--- config.mk ---
export PLATFORM = sky130hd
export DESIGN_NAME = octree_occupancy_encoder
export DESIGN_NICKNAME = d
export VERILOG_FILES = /design/src/sv/occ_pkg.sv /design/src/sv/occ_front.sv /design/src/sv/occ_recq.sv /design/src/sv/occ_back.sv /design/src/sv/octree_occupancy_encoder.sv
export SDC_FILE = /design/constraint.sdc
export NUM_CORES = 2
export LEC_CHECK = 0
export ABC_AREA = 1
export BUFFER_PORTS_ARGS = -buffer_cell sky130_fd_sc_hd__buf_2
export CORE_ASPECT_RATIO = 0.6
export CORE_MARGIN = 5
export CORE_UTILIZATION = 55
export DETAILED_ROUTE_END_ITERATION = 6
export MAX_ROUTING_LAYER = met4
export PLACE_DENSITY = 0.69
export SLEW_MARGIN = 20
export SYNTH_ARGS = -nofsm -noshare
export SYNTH_HDL_FRONTEND = slang
export SYNTH_SLANG_ARGS = --single-unit
--- constraint.sdc ---
create_clock -name clk -period 13 [get_ports clk]
set_clock_uncertainty 0.15 [all_clocks]
set_input_delay 2.6 -clock clk [delete_from_list [all_inputs] [get_ports clk]]
set_output_delay 2.6 -clock clk [all_outputs]
set_load 0.05 [all_outputs]
--- src/sv/occ_pkg.sv ---
// Shared types and constants for the octree occupancy encoder.
`timescale 1ns / 1ps

package occ_pkg;

    localparam int CODE_W  = 30;
    localparam int NODE_W  = 27;
    localparam int LVL_W   = 4;
    localparam int MASK_W  = 8;
    localparam int DEPTH_W = 4;
    localparam int SHIFT_W = 6;

    localparam logic [DEPTH_W-1:0] DEPTH_RESET = 4'd10;

    typedef struct packed {
        logic [LVL_W-1:0]  level;
        logic [NODE_W-1:0] node;
        logic [MASK_W-1:0] mask;
        logic              err;
    } occ_rec_t;

    // Front to queue: one record write and the end-of-item strobe.
    typedef struct packed {
        logic     push;
        logic     done;
        occ_rec_t rec;
    } occ_push_t;

    // Queue to back: oldest record that is ready to leave.
    typedef struct packed {
        logic     avail;
        logic     run_end;
        occ_rec_t rec;
    } occ_head_t;

    typedef enum logic [1:0] {
        FR_EVAL,
        FR_CLOSE,
        FR_FLUSH
    } front_state_t;

endpackage

--- src/sv/occ_front.sv ---
// Front end: takes point items, tracks open nodes and generates node records.
`timescale 1ns / 1ps

module occ_front #(
    parameter int MAX_DEPTH = 10
) (
    input  logic                       clk,
    input  logic                       rst_n,
    input  logic                       cfg_we,
    input  logic [occ_pkg::DEPTH_W-1:0] cfg_wdata,
    input  logic                       in_valid,
    output logic                       in_ready,
    input  logic [occ_pkg::CODE_W-1:0] leaf_code,
    input  logic                       final_point,
    input  logic                       q_room,
    output occ_pkg::occ_push_t         push_o
);
    import occ_pkg::*;

    localparam int IW = $clog2((MAX_DEPTH > 1) ? MAX_DEPTH : 2);
    localparam int WIDE_W = 3 * MAX_DEPTH + CODE_W;

    logic [DEPTH_W-1:0] depth_reg;
    logic               hold_v_reg;
    logic [CODE_W-1:0]  hold_code_reg;
    logic               hold_fin_reg;
    front_state_t       state_reg, state_next;
    logic [LVL_W-1:0]   lvl_reg, lvl_next;
    logic [LVL_W-1:0]   first_reg, first_next;
    logic               seen_reg;
    logic [CODE_W-1:0]  prev_reg;
    logic [MASK_W-1:0]  mask_reg [MAX_DEPTH];

    logic [DEPTH_W-1:0] d;
    logic [SHIFT_W-1:0] code_bits;
    logic [CODE_W-1:0]  in_code;
    logic               accept;
    logic               is_err;
    logic               is_dup;
    logic [CODE_W-1:0]  diff;
    logic [WIDE_W-1:0]  diff_wide;
    logic [WIDE_W-1:0]  code_wide;
    logic [LVL_W-1:0]   jmax;
    logic [LVL_W-1:0]   first_c;
    logic [2:0]         lvl_digit [MAX_DEPTH];
    logic [IW-1:0]      lidx;
    logic [SHIFT_W-1:0] node_shift;
    occ_rec_t           node_rec;
    occ_rec_t           err_rec;
    logic               upd;
    logic [LVL_W-1:0]   upd_first;
    logic               clr;
    logic               done;
    logic               push_req;
    occ_rec_t           rec_sel;

    // Tree depth saturated to the supported range.
    always_comb
    begin
        if (depth_reg == '0)
            d = DEPTH_W'(1);
        else if (int'(depth_reg) > MAX_DEPTH)
            d = DEPTH_W'(MAX_DEPTH);
        else
            d = depth_reg;
    end

    assign code_bits = SHIFT_W'(3) * SHIFT_W'(d);

    always_comb
    begin
        for (int b = 0; b < CODE_W; b++)
            in_code[b] = leaf_code[b] & (b < int'(code_bits));
    end

    assign is_err    = seen_reg && (hold_code_reg < prev_reg);
    assign is_dup    = seen_reg && (hold_code_reg == prev_reg);
    assign diff      = hold_code_reg ^ prev_reg;
    assign diff_wide = {{(3 * MAX_DEPTH){1'b0}}, diff};
    assign code_wide = {{(3 * MAX_DEPTH){1'b0}}, hold_code_reg};

    // Highest differing digit decides how many levels close.
    always_comb
    begin
        jmax = '0;
        for (int j = 0; j < MAX_DEPTH; j++)
        begin
            if (diff_wide[3 * j +: 3] != 3'b000)
                jmax = LVL_W'(j);
        end
    end

    assign first_c = seen_reg ? (d - jmax) : '0;

    // Level l takes its child index from digit d-1-l of the code.
    always_comb
    begin
        for (int l = 0; l < MAX_DEPTH; l++)
        begin
            lvl_digit[l] = 3'b000;
            for (int j = 0; j < MAX_DEPTH; j++)
            begin
                if (j == int'(d) - 1 - l)
                    lvl_digit[l] = code_wide[3 * j +: 3];
            end
        end
    end

    assign lidx       = IW'(lvl_reg);
    assign node_shift = SHIFT_W'(3) * SHIFT_W'(d - lvl_reg);

    always_comb
    begin
        node_rec.level = lvl_reg;
        node_rec.node  = NODE_W'(prev_reg >> node_shift);
        node_rec.mask  = mask_reg[lidx];
        node_rec.err   = 1'b0;
        err_rec        = '0;
        err_rec.err    = 1'b1;
    end

    always_comb
    begin
        state_next = state_reg;
        lvl_next   = lvl_reg;
        first_next = first_reg;
        push_req   = 1'b0;
        rec_sel    = node_rec;
        upd        = 1'b0;
        upd_first  = first_c;
        clr        = 1'b0;
        done       = 1'b0;
        case (state_reg)
            FR_EVAL:
            begin
                if (hold_v_reg)
                begin
                    if (is_err)
                    begin
                        push_req = 1'b1;
                        rec_sel  = err_rec;
                        if (q_room)
                        begin
                            if (hold_fin_reg)
                            begin
                                state_next = FR_FLUSH;
                                lvl_next   = d - LVL_W'(1);
                            end
                            else
                                done = 1'b1;
                        end
                    end
                    else if (is_dup)
                    begin
                        if (hold_fin_reg)
                        begin
                            state_next = FR_FLUSH;
                            lvl_next   = d - LVL_W'(1);
                        end
                        else
                            done = 1'b1;
                    end
                    else if (seen_reg && jmax != '0)
                    begin
                        state_next = FR_CLOSE;
                        lvl_next   = d - LVL_W'(1);
                        first_next = first_c;
                    end
                    else
                    begin
                        upd = 1'b1;
                        if (hold_fin_reg)
                        begin
                            state_next = FR_FLUSH;
                            lvl_next   = d - LVL_W'(1);
                        end
                        else
                            done = 1'b1;
                    end
                end
            end
            FR_CLOSE:
            begin
                push_req = 1'b1;
                if (q_room)
                begin
                    if (lvl_reg == first_reg)
                    begin
                        upd       = 1'b1;
                        upd_first = first_reg;
                        if (hold_fin_reg)
                        begin
                            state_next = FR_FLUSH;
                            lvl_next   = d - LVL_W'(1);
                        end
                        else
                        begin
                            state_next = FR_EVAL;
                            done       = 1'b1;
                        end
                    end
                    else
                        lvl_next = lvl_reg - LVL_W'(1);
                end
            end
            FR_FLUSH:
            begin
                push_req = 1'b1;
                if (q_room)
                begin
                    if (lvl_reg == '0)
                    begin
                        clr        = 1'b1;
                        done       = 1'b1;
                        state_next = FR_EVAL;
                    end
                    else
                        lvl_next = lvl_reg - LVL_W'(1);
                end
            end
            default:
            begin
                state_next = FR_EVAL;
            end
        endcase
    end

    assign in_ready    = !hold_v_reg || done;
    assign accept      = in_valid && in_ready;
    assign push_o.push = push_req && q_room;
    assign push_o.done = done;
    assign push_o.rec  = rec_sel;

    always_ff @(posedge clk or negedge rst_n)
    begin
        if (!rst_n)
        begin
            state_reg  <= FR_EVAL;
            hold_v_reg <= 1'b0;
            depth_reg  <= DEPTH_RESET;
            seen_reg   <= 1'b0;
            prev_reg   <= '0;
            lvl_reg    <= '0;
            first_reg  <= '0;
            for (int l = 0; l < MAX_DEPTH; l++)
                mask_reg[l] <= '0;
        end
        else
        begin
            state_reg <= state_next;
            lvl_reg   <= lvl_next;
            first_reg <= first_next;
            if (accept)
                hold_v_reg <= 1'b1;
            else if (done)
                hold_v_reg <= 1'b0;
            if (cfg_we)
                depth_reg <= cfg_wdata;
            if (cfg_we || clr)
            begin
                seen_reg <= 1'b0;
                prev_reg <= '0;
            end
            else if (upd)
            begin
                seen_reg <= 1'b1;
                prev_reg <= hold_code_reg;
            end
            for (int l = 0; l < MAX_DEPTH; l++)
            begin
                if (cfg_we || clr)
                    mask_reg[l] <= '0;
                else if (upd && l < int'(d))
                begin
                    if (l < int'(upd_first))
                        mask_reg[l] <= mask_reg[l] | (MASK_W'(1) << lvl_digit[l]);
                    else
                        mask_reg[l] <= MASK_W'(1) << lvl_digit[l];
                end
            end
        end
    end

    always_ff @(posedge clk)
    begin
        if (accept)
        begin
            hold_code_reg <= in_code;
            hold_fin_reg  <= final_point;
        end
    end

endmodule

--- src/sv/occ_recq.sv ---
// Record queue between front and back, with per-item grouping and overflow drop.
`timescale 1ns / 1ps

module occ_recq #(
    parameter int MAX_DEPTH = 10
) (
    input  logic               clk,
    input  logic               rst_n,
    input  logic               cfg_we,
    input  occ_pkg::occ_push_t push_i,
    output logic               room,
    output occ_pkg::occ_head_t head_o,
    input  logic               pop
);
    import occ_pkg::*;

    localparam int QCAP  = 2 * MAX_DEPTH + 2;
    localparam int CW    = $clog2(QCAP + 1);
    localparam int AW    = $clog2(QCAP + 1);
    localparam int DEPTH = 1 << AW;

    occ_rec_t         rec_mem [DEPTH];
    logic [DEPTH-1:0] end_reg;
    logic [AW:0]      head_reg;
    logic [AW:0]      asg_reg;
    logic [AW:0]      wr_reg;
    logic [CW-1:0]    cnt_reg;

    logic [AW:0]      fill;
    logic             wr_en;
    logic [CW-1:0]    cnt_after;
    logic [CW-1:0]    n_take;
    logic [AW:0]      end_ptr;
    logic             end_set;

    // Records not yet tied to an item are the pending queue; at most QCAP
    // of them are kept and the rest are dropped.
    assign fill      = wr_reg - head_reg;
    assign room      = (fill != (AW + 1)'(DEPTH));
    assign wr_en     = push_i.push && (int'(cnt_reg) < QCAP);
    assign cnt_after = cnt_reg + CW'(wr_en);

    always_comb
    begin
        n_take = '0;
        if (push_i.done)
        begin
            if (int'(cnt_after) > MAX_DEPTH)
                n_take = CW'(MAX_DEPTH);
            else
                n_take = cnt_after;
        end
    end

    assign end_set = (n_take != '0);
    assign end_ptr = asg_reg + (AW + 1)'(n_take) - (AW + 1)'(1);

    assign head_o.avail   = (asg_reg != head_reg);
    assign head_o.run_end = end_reg[head_reg[AW-1:0]];
    assign head_o.rec     = rec_mem[head_reg[AW-1:0]];

    always_ff @(posedge clk or negedge rst_n)
    begin
        if (!rst_n)
        begin
            head_reg <= '0;
            asg_reg  <= '0;
            wr_reg   <= '0;
            cnt_reg  <= '0;
            end_reg  <= '0;
        end
        else
        begin
            if (pop)
                head_reg <= head_reg + (AW + 1)'(1);
            if (cfg_we)
            begin
                wr_reg  <= asg_reg;
                cnt_reg <= '0;
            end
            else
            begin
                if (wr_en)
                    wr_reg <= wr_reg + (AW + 1)'(1);
                asg_reg <= asg_reg + (AW + 1)'(n_take);
                cnt_reg <= cnt_after - n_take;
            end
            for (int i = 0; i < DEPTH; i++)
            begin
                if (end_set && end_ptr[AW-1:0] == AW'(i))
                    end_reg[i] <= 1'b1;
                else if (wr_en && wr_reg[AW-1:0] == AW'(i))
                    end_reg[i] <= 1'b0;
            end
        end
    end

    always_ff @(posedge clk)
    begin
        if (wr_en)
            rec_mem[wr_reg[AW-1:0]] <= push_i.rec;
    end

endmodule

--- src/sv/occ_back.sv ---
// Back end: output register that hands records to the receiver.
`timescale 1ns / 1ps

module occ_back (
    input  logic                       clk,
    input  logic                       rst_n,
    input  occ_pkg::occ_head_t         head_i,
    output logic                       pop,
    output logic                       out_valid,
    input  logic                       out_ready,
    output logic [occ_pkg::LVL_W-1:0]  tree_level,
    output logic [occ_pkg::NODE_W-1:0] node_code,
    output logic [occ_pkg::MASK_W-1:0] child_mask,
    output logic                       order_error,
    output logic                       run_end
);
    import occ_pkg::*;

    logic     valid_reg;
    occ_rec_t rec_reg;
    logic     end_reg;

    assign pop = head_i.avail && (!valid_reg || out_ready);

    always_ff @(posedge clk or negedge rst_n)
    begin
        if (!rst_n)
            valid_reg <= 1'b0;
        else if (!valid_reg || out_ready)
            valid_reg <= head_i.avail;
    end

    always_ff @(posedge clk)
    begin
        if (pop)
        begin
            rec_reg <= head_i.rec;
            end_reg <= head_i.run_end;
        end
    end

    assign out_valid   = valid_reg;
    assign tree_level  = rec_reg.level;
    assign node_code   = rec_reg.node;
    assign child_mask  = rec_reg.mask;
    assign order_error = rec_reg.err;
    assign run_end     = end_reg;

endmodule

--- src/sv/octree_occupancy_encoder.sv ---
// Streaming octree occupancy encoder: top level.
// Input channel: in_valid/in_ready carrying leaf_code (Morton code, ascending)
// and final_point, which marks the last point of a cloud and flushes all levels.
// Output channel: out_valid/out_ready carrying node records:
// tree_level, node_code, child_mask, order_error and run_end, the last of which
// marks the final record of the group released for one input item.
// The front evaluates a held item and then writes one close or flush record per
// cycle while the queue has room; an order error record is written in the
// evaluating state itself. A point that closes no node is taken every cycle as
// long as the queue has room. Records of an item, up to MAX_DEPTH of them, are
// released to the back together once the front is done with it, and the back
// then loads the first one into its output register. Records flow through a
// queue of 2*MAX_DEPTH+2 pending entries plus room for grouped ones; the front
// stalls only when the whole record memory is full, and the back returns one
// record a cycle while the receiver is ready.
// A stalled receiver holds the output register while the queue keeps filling.
// Reset empties the queue, clears all open nodes and sets tree_depth to 10.
// A write on cfg_we loads tree_depth and abandons the open cloud.
`timescale 1ns / 1ps

module octree_occupancy_encoder #(
    parameter int MAX_DEPTH = 10
) (
    input  logic                        clk,
    input  logic                        rst_n,
    input  logic                        cfg_we,
    input  logic [occ_pkg::DEPTH_W-1:0] cfg_wdata,
    input  logic                        in_valid,
    output logic                        in_ready,
    input  logic [occ_pkg::CODE_W-1:0]  leaf_code,
    input  logic                        final_point,
    output logic                        out_valid,
    input  logic                        out_ready,
    output logic [occ_pkg::LVL_W-1:0]   tree_level,
    output logic [occ_pkg::NODE_W-1:0]  node_code,
    output logic [occ_pkg::MASK_W-1:0]  child_mask,
    output logic                        order_error,
    output logic                        run_end
);
    import occ_pkg::*;

    occ_push_t push_s;
    occ_head_t head_s;
    logic      room_s;
    logic      pop_s;

    occ_front #(
        .MAX_DEPTH (MAX_DEPTH)
    ) u_front (
        .clk         (clk),
        .rst_n       (rst_n),
        .cfg_we      (cfg_we),
        .cfg_wdata   (cfg_wdata),
        .in_valid    (in_valid),
        .in_ready    (in_ready),
        .leaf_code   (leaf_code),
        .final_point (final_point),
        .q_room      (room_s),
        .push_o      (push_s)
    );

    occ_recq #(
        .MAX_DEPTH (MAX_DEPTH)
    ) u_recq (
        .clk    (clk),
        .rst_n  (rst_n),
        .cfg_we (cfg_we),
        .push_i (push_s),
        .room   (room_s),
        .head_o (head_s),
        .pop    (pop_s)
    );

    occ_back u_back (
        .clk         (clk),
        .rst_n       (rst_n),
        .head_i      (head_s),
        .pop         (pop_s),
        .out_valid   (out_valid),
        .out_ready   (out_ready),
        .tree_level  (tree_level),
        .node_code   (node_code),
        .child_mask  (child_mask),
        .order_error (order_error),
        .run_end     (run_end)
    );

endmodule

==> qor.yml <==
status:
  outcome: "finished, violations left"
  violations: "design-rule violations"
critical_path:
  crit_required_ns: 13.50
  critPathKind: "reg2reg"
  reg2reg_slack_ns: 4.83
  path_buf_inv: 8
  critPathArrivalTime_ns: 8.67
  critPathMaxStageDelay_ns: 0.57
  critPathLaunchType: "register"
  crit_family: "simple AND/OR/NAND/NOR gates"
  cp_slowest_cell: "fa_1"
  end_kind: "register"
  crit_top_cell: "nand2_1"
  path_max_fanout: 59
synthesis:
  postSynthAreaPerCell_sq_um: 10.6
  synthFlopType: "edfxtp_1"
  netlist-cell-type-count: 69
  synthArstFlopShare_pct: 11.9
  synth_edf_count: 1352
  yosysWarnings: 0
  syn_area_sq_um: 69800
  synthCells: 6572
  seq_area_frac_synth_pct: 64.7
  ys_ff_latch: 1534
die:
  die_w_um: 470
  dieArea_sq_um: 134000
  die_h_um: 286
  io_pins: 83
  initial_utilization_pct: 55.3
  rows: 101
  core_area_sq_um: 126000
routing:
  route.vias.total: 53400
  wl_per_cell_um: 27.6
  viasPerCell: 6.35
  drt_first_pass_iters: 7
  wl_um: 232000
  drt_iter0_markers: 8993
  route.detailed.drc: 2
  antenna_left: 0
cells_and_area:
  num-fill-cells: 10200
  largest_reg_flops: 1280
  nNetsFinal: 6768
  area_delta_synth_final_pct: 10.3
  drive_gt1_share_pct: 8.34
grt:
  grt_max_degree: 203
  grt_pass1_wl_um: 333000
  track_usage_pct: 34.6
  grt_pass1_vias: 47900
  grt_overflow: 0
  antenna_found_initial: 3
job:
  maxCapViolCount: 0
cts:
  htree_levels: 4
  clk_pin_slew_ns: 0.06
  cts_tree: "done"
  cts_root_buf: "clkbuf_16"
  clock_sinks: 1534
  holdBufCountCts: 0
  clk-insertion-delay-late_ns: 0.78
  cts_buffers: 142
  post-cts-setup-buffers: 0
  cts_resized: 0
  cts.path.max_buffers: 3
sta:
  finalHoldViolCount: 0
  whs_ns: 0.333
  setup_viol: 0
  tightest_slew_ns: 1.23
  fmax_mhz: 122
  period_needed_ns: 8.17
  finalCritPeriodShare_pct: 62.8
  drv_slew: 0
  rsz0062_at_grt: "false"
  maxSlewHeadroom_pct: 17.5
  final.setup.tns_ns: 0
worst_hold_path:
  min_path_type: "reg2reg"
placed_design:
  dp_hpwl_um: 137000
  port_buffers: 82
  gp_congestion: 1.04
## per-layer routing
metal	GRT usage, %	part of all wire, %
met1	54.5	44
met2	43.0	39
met3	11.4	15
met4	7.03	1.8
met5	-	0
## cells in the final DEF (no fill, tap or decap), drive strengths merged, types with 4 or more instances in the layout
master   synthesis  final
ha             123    123
nor3            47     47
nor2          1054   1054
clkbuf         325    187
edfxtp        1352   1352
a21oi          184    184
nor3b            5      5
o21ai          989    989
a221oi          40     40
fa               6      6
nand4           25     25
mux2i           31     31
a211oi           6      6
xor2            29     29
bufinv           0      7
a22oi           12     12
xnor2            4      4
dfrtp          180    180
inv            365    371
a32oi           41     41
nand3          198    198
clkinv          10     63
a31oi           25     25
o21bai           5      5
or2              7      7
a2111oi          4      4
o221ai         125    125
conb             2     40
nand2         1036   1036
nor4             5      5
o211ai          25     25
o22ai          255    255
buf             30    200
## synthesized netlist by cell type, types with 34 or more instances
library cell	number	area (sq um)
nand2_1	1012	3800
clkbuf_1	325	1220
ha_1	123	1540
nor2_1	1036	3890
a32oi_1	41	359
a221oi_1	40	350
o22ai_1	255	1600
nor3_1	45	225
a21oi_1	179	896
edfxtp_1	1352	40600
nand3_1	192	961
inv_1	348	1310
o221ai_1	125	1090
o21ai_0	952	4760
o21ai_1	34	170
dfrtp_1	180	4500
## cell families (layout without fill, tap and decap cells)
kind of cell             Yosys count  after routing  synth area share, %
multiplexers                      31             31                0.444
buffers and inverters            730            831                 3.98
XOR/XNOR                          33             33                0.414
flip-flops                      1534           1534                 64.7
AND/OR/NAND/NOR                 2385           2385                 13.8
AO/OA/AOI/OAI                   1728           1728                 14.3
adder cells (fa/ha/maj)          129            129                 2.38
other                              2             42               0.0108
## area by class of cell
class / instances / area (sq um) / share of cell area [%]
Sequential cell: 1534 / 45200 / 58.6
Multi-Input combinational cell: 4346 / 22500 / 29.3
Clock buffer: 187 / 3800 / 4.94
Tap cell: 1699 / 2130 / 2.76
Inverter: 375 / 1430 / 1.86
Timing Repair Buffer: 200 / 1360 / 1.76
Clock inverter: 69 / 612 / 0.794
Antenna cell: 2 / 5.00 / 0.00650
## worst reg2reg max path, delay by kind of cell, from the launching register on
kind | cells | cell delay, ns
buffers and inverters | 8 | 1.59
adders and majority gates | 4 | 1.48
xor gates and xnor gates | 1 | 0.10
DFF | 1 | 0.54
AOI/OAI and AO/OA | 4 | 1.02
and+or+nand+nor | 18 | 3.18
## path summary, 6_finish.rpt
path,start,cells past startpoint,endpoint
setup / recovery,u_front.hold_code_reg[5],35,u_recq.end_reg[27]
hold / removal,u_front.mask_reg[12],2,u_front.mask_reg[12]
setup reg to reg,u_front.hold_code_reg[5],35,u_recq.end_reg[27]
hold reg to reg,u_front.mask_reg[12],2,u_front.mask_reg[12]
max in group asynchronous,rst_n,2,u_recq.head_reg[2]
min in group asynchronous,rst_n,1,u_front.mask_reg[32]
## through the flow
stage / utilization [%] / area, sq um / cells / setup slack (ns)
after floorplan: - / 70000 / 6610 / 5.67
after global placement: 57.5 / 72600 / 8153 / 5.25
after detailed placement: 57.5 / 72600 / 8153 / 5.09
after CTS: 61.0 / 77000 / 8409 / 5.06
after global routing: 61.0 / 77000 / 8410 / 4.35
final: 61.0 / 77100 / 8412 / 4.83
Power is not shown: default switching activity piles up to over one toggle a cycle in this logic, so the estimate is an artifact.
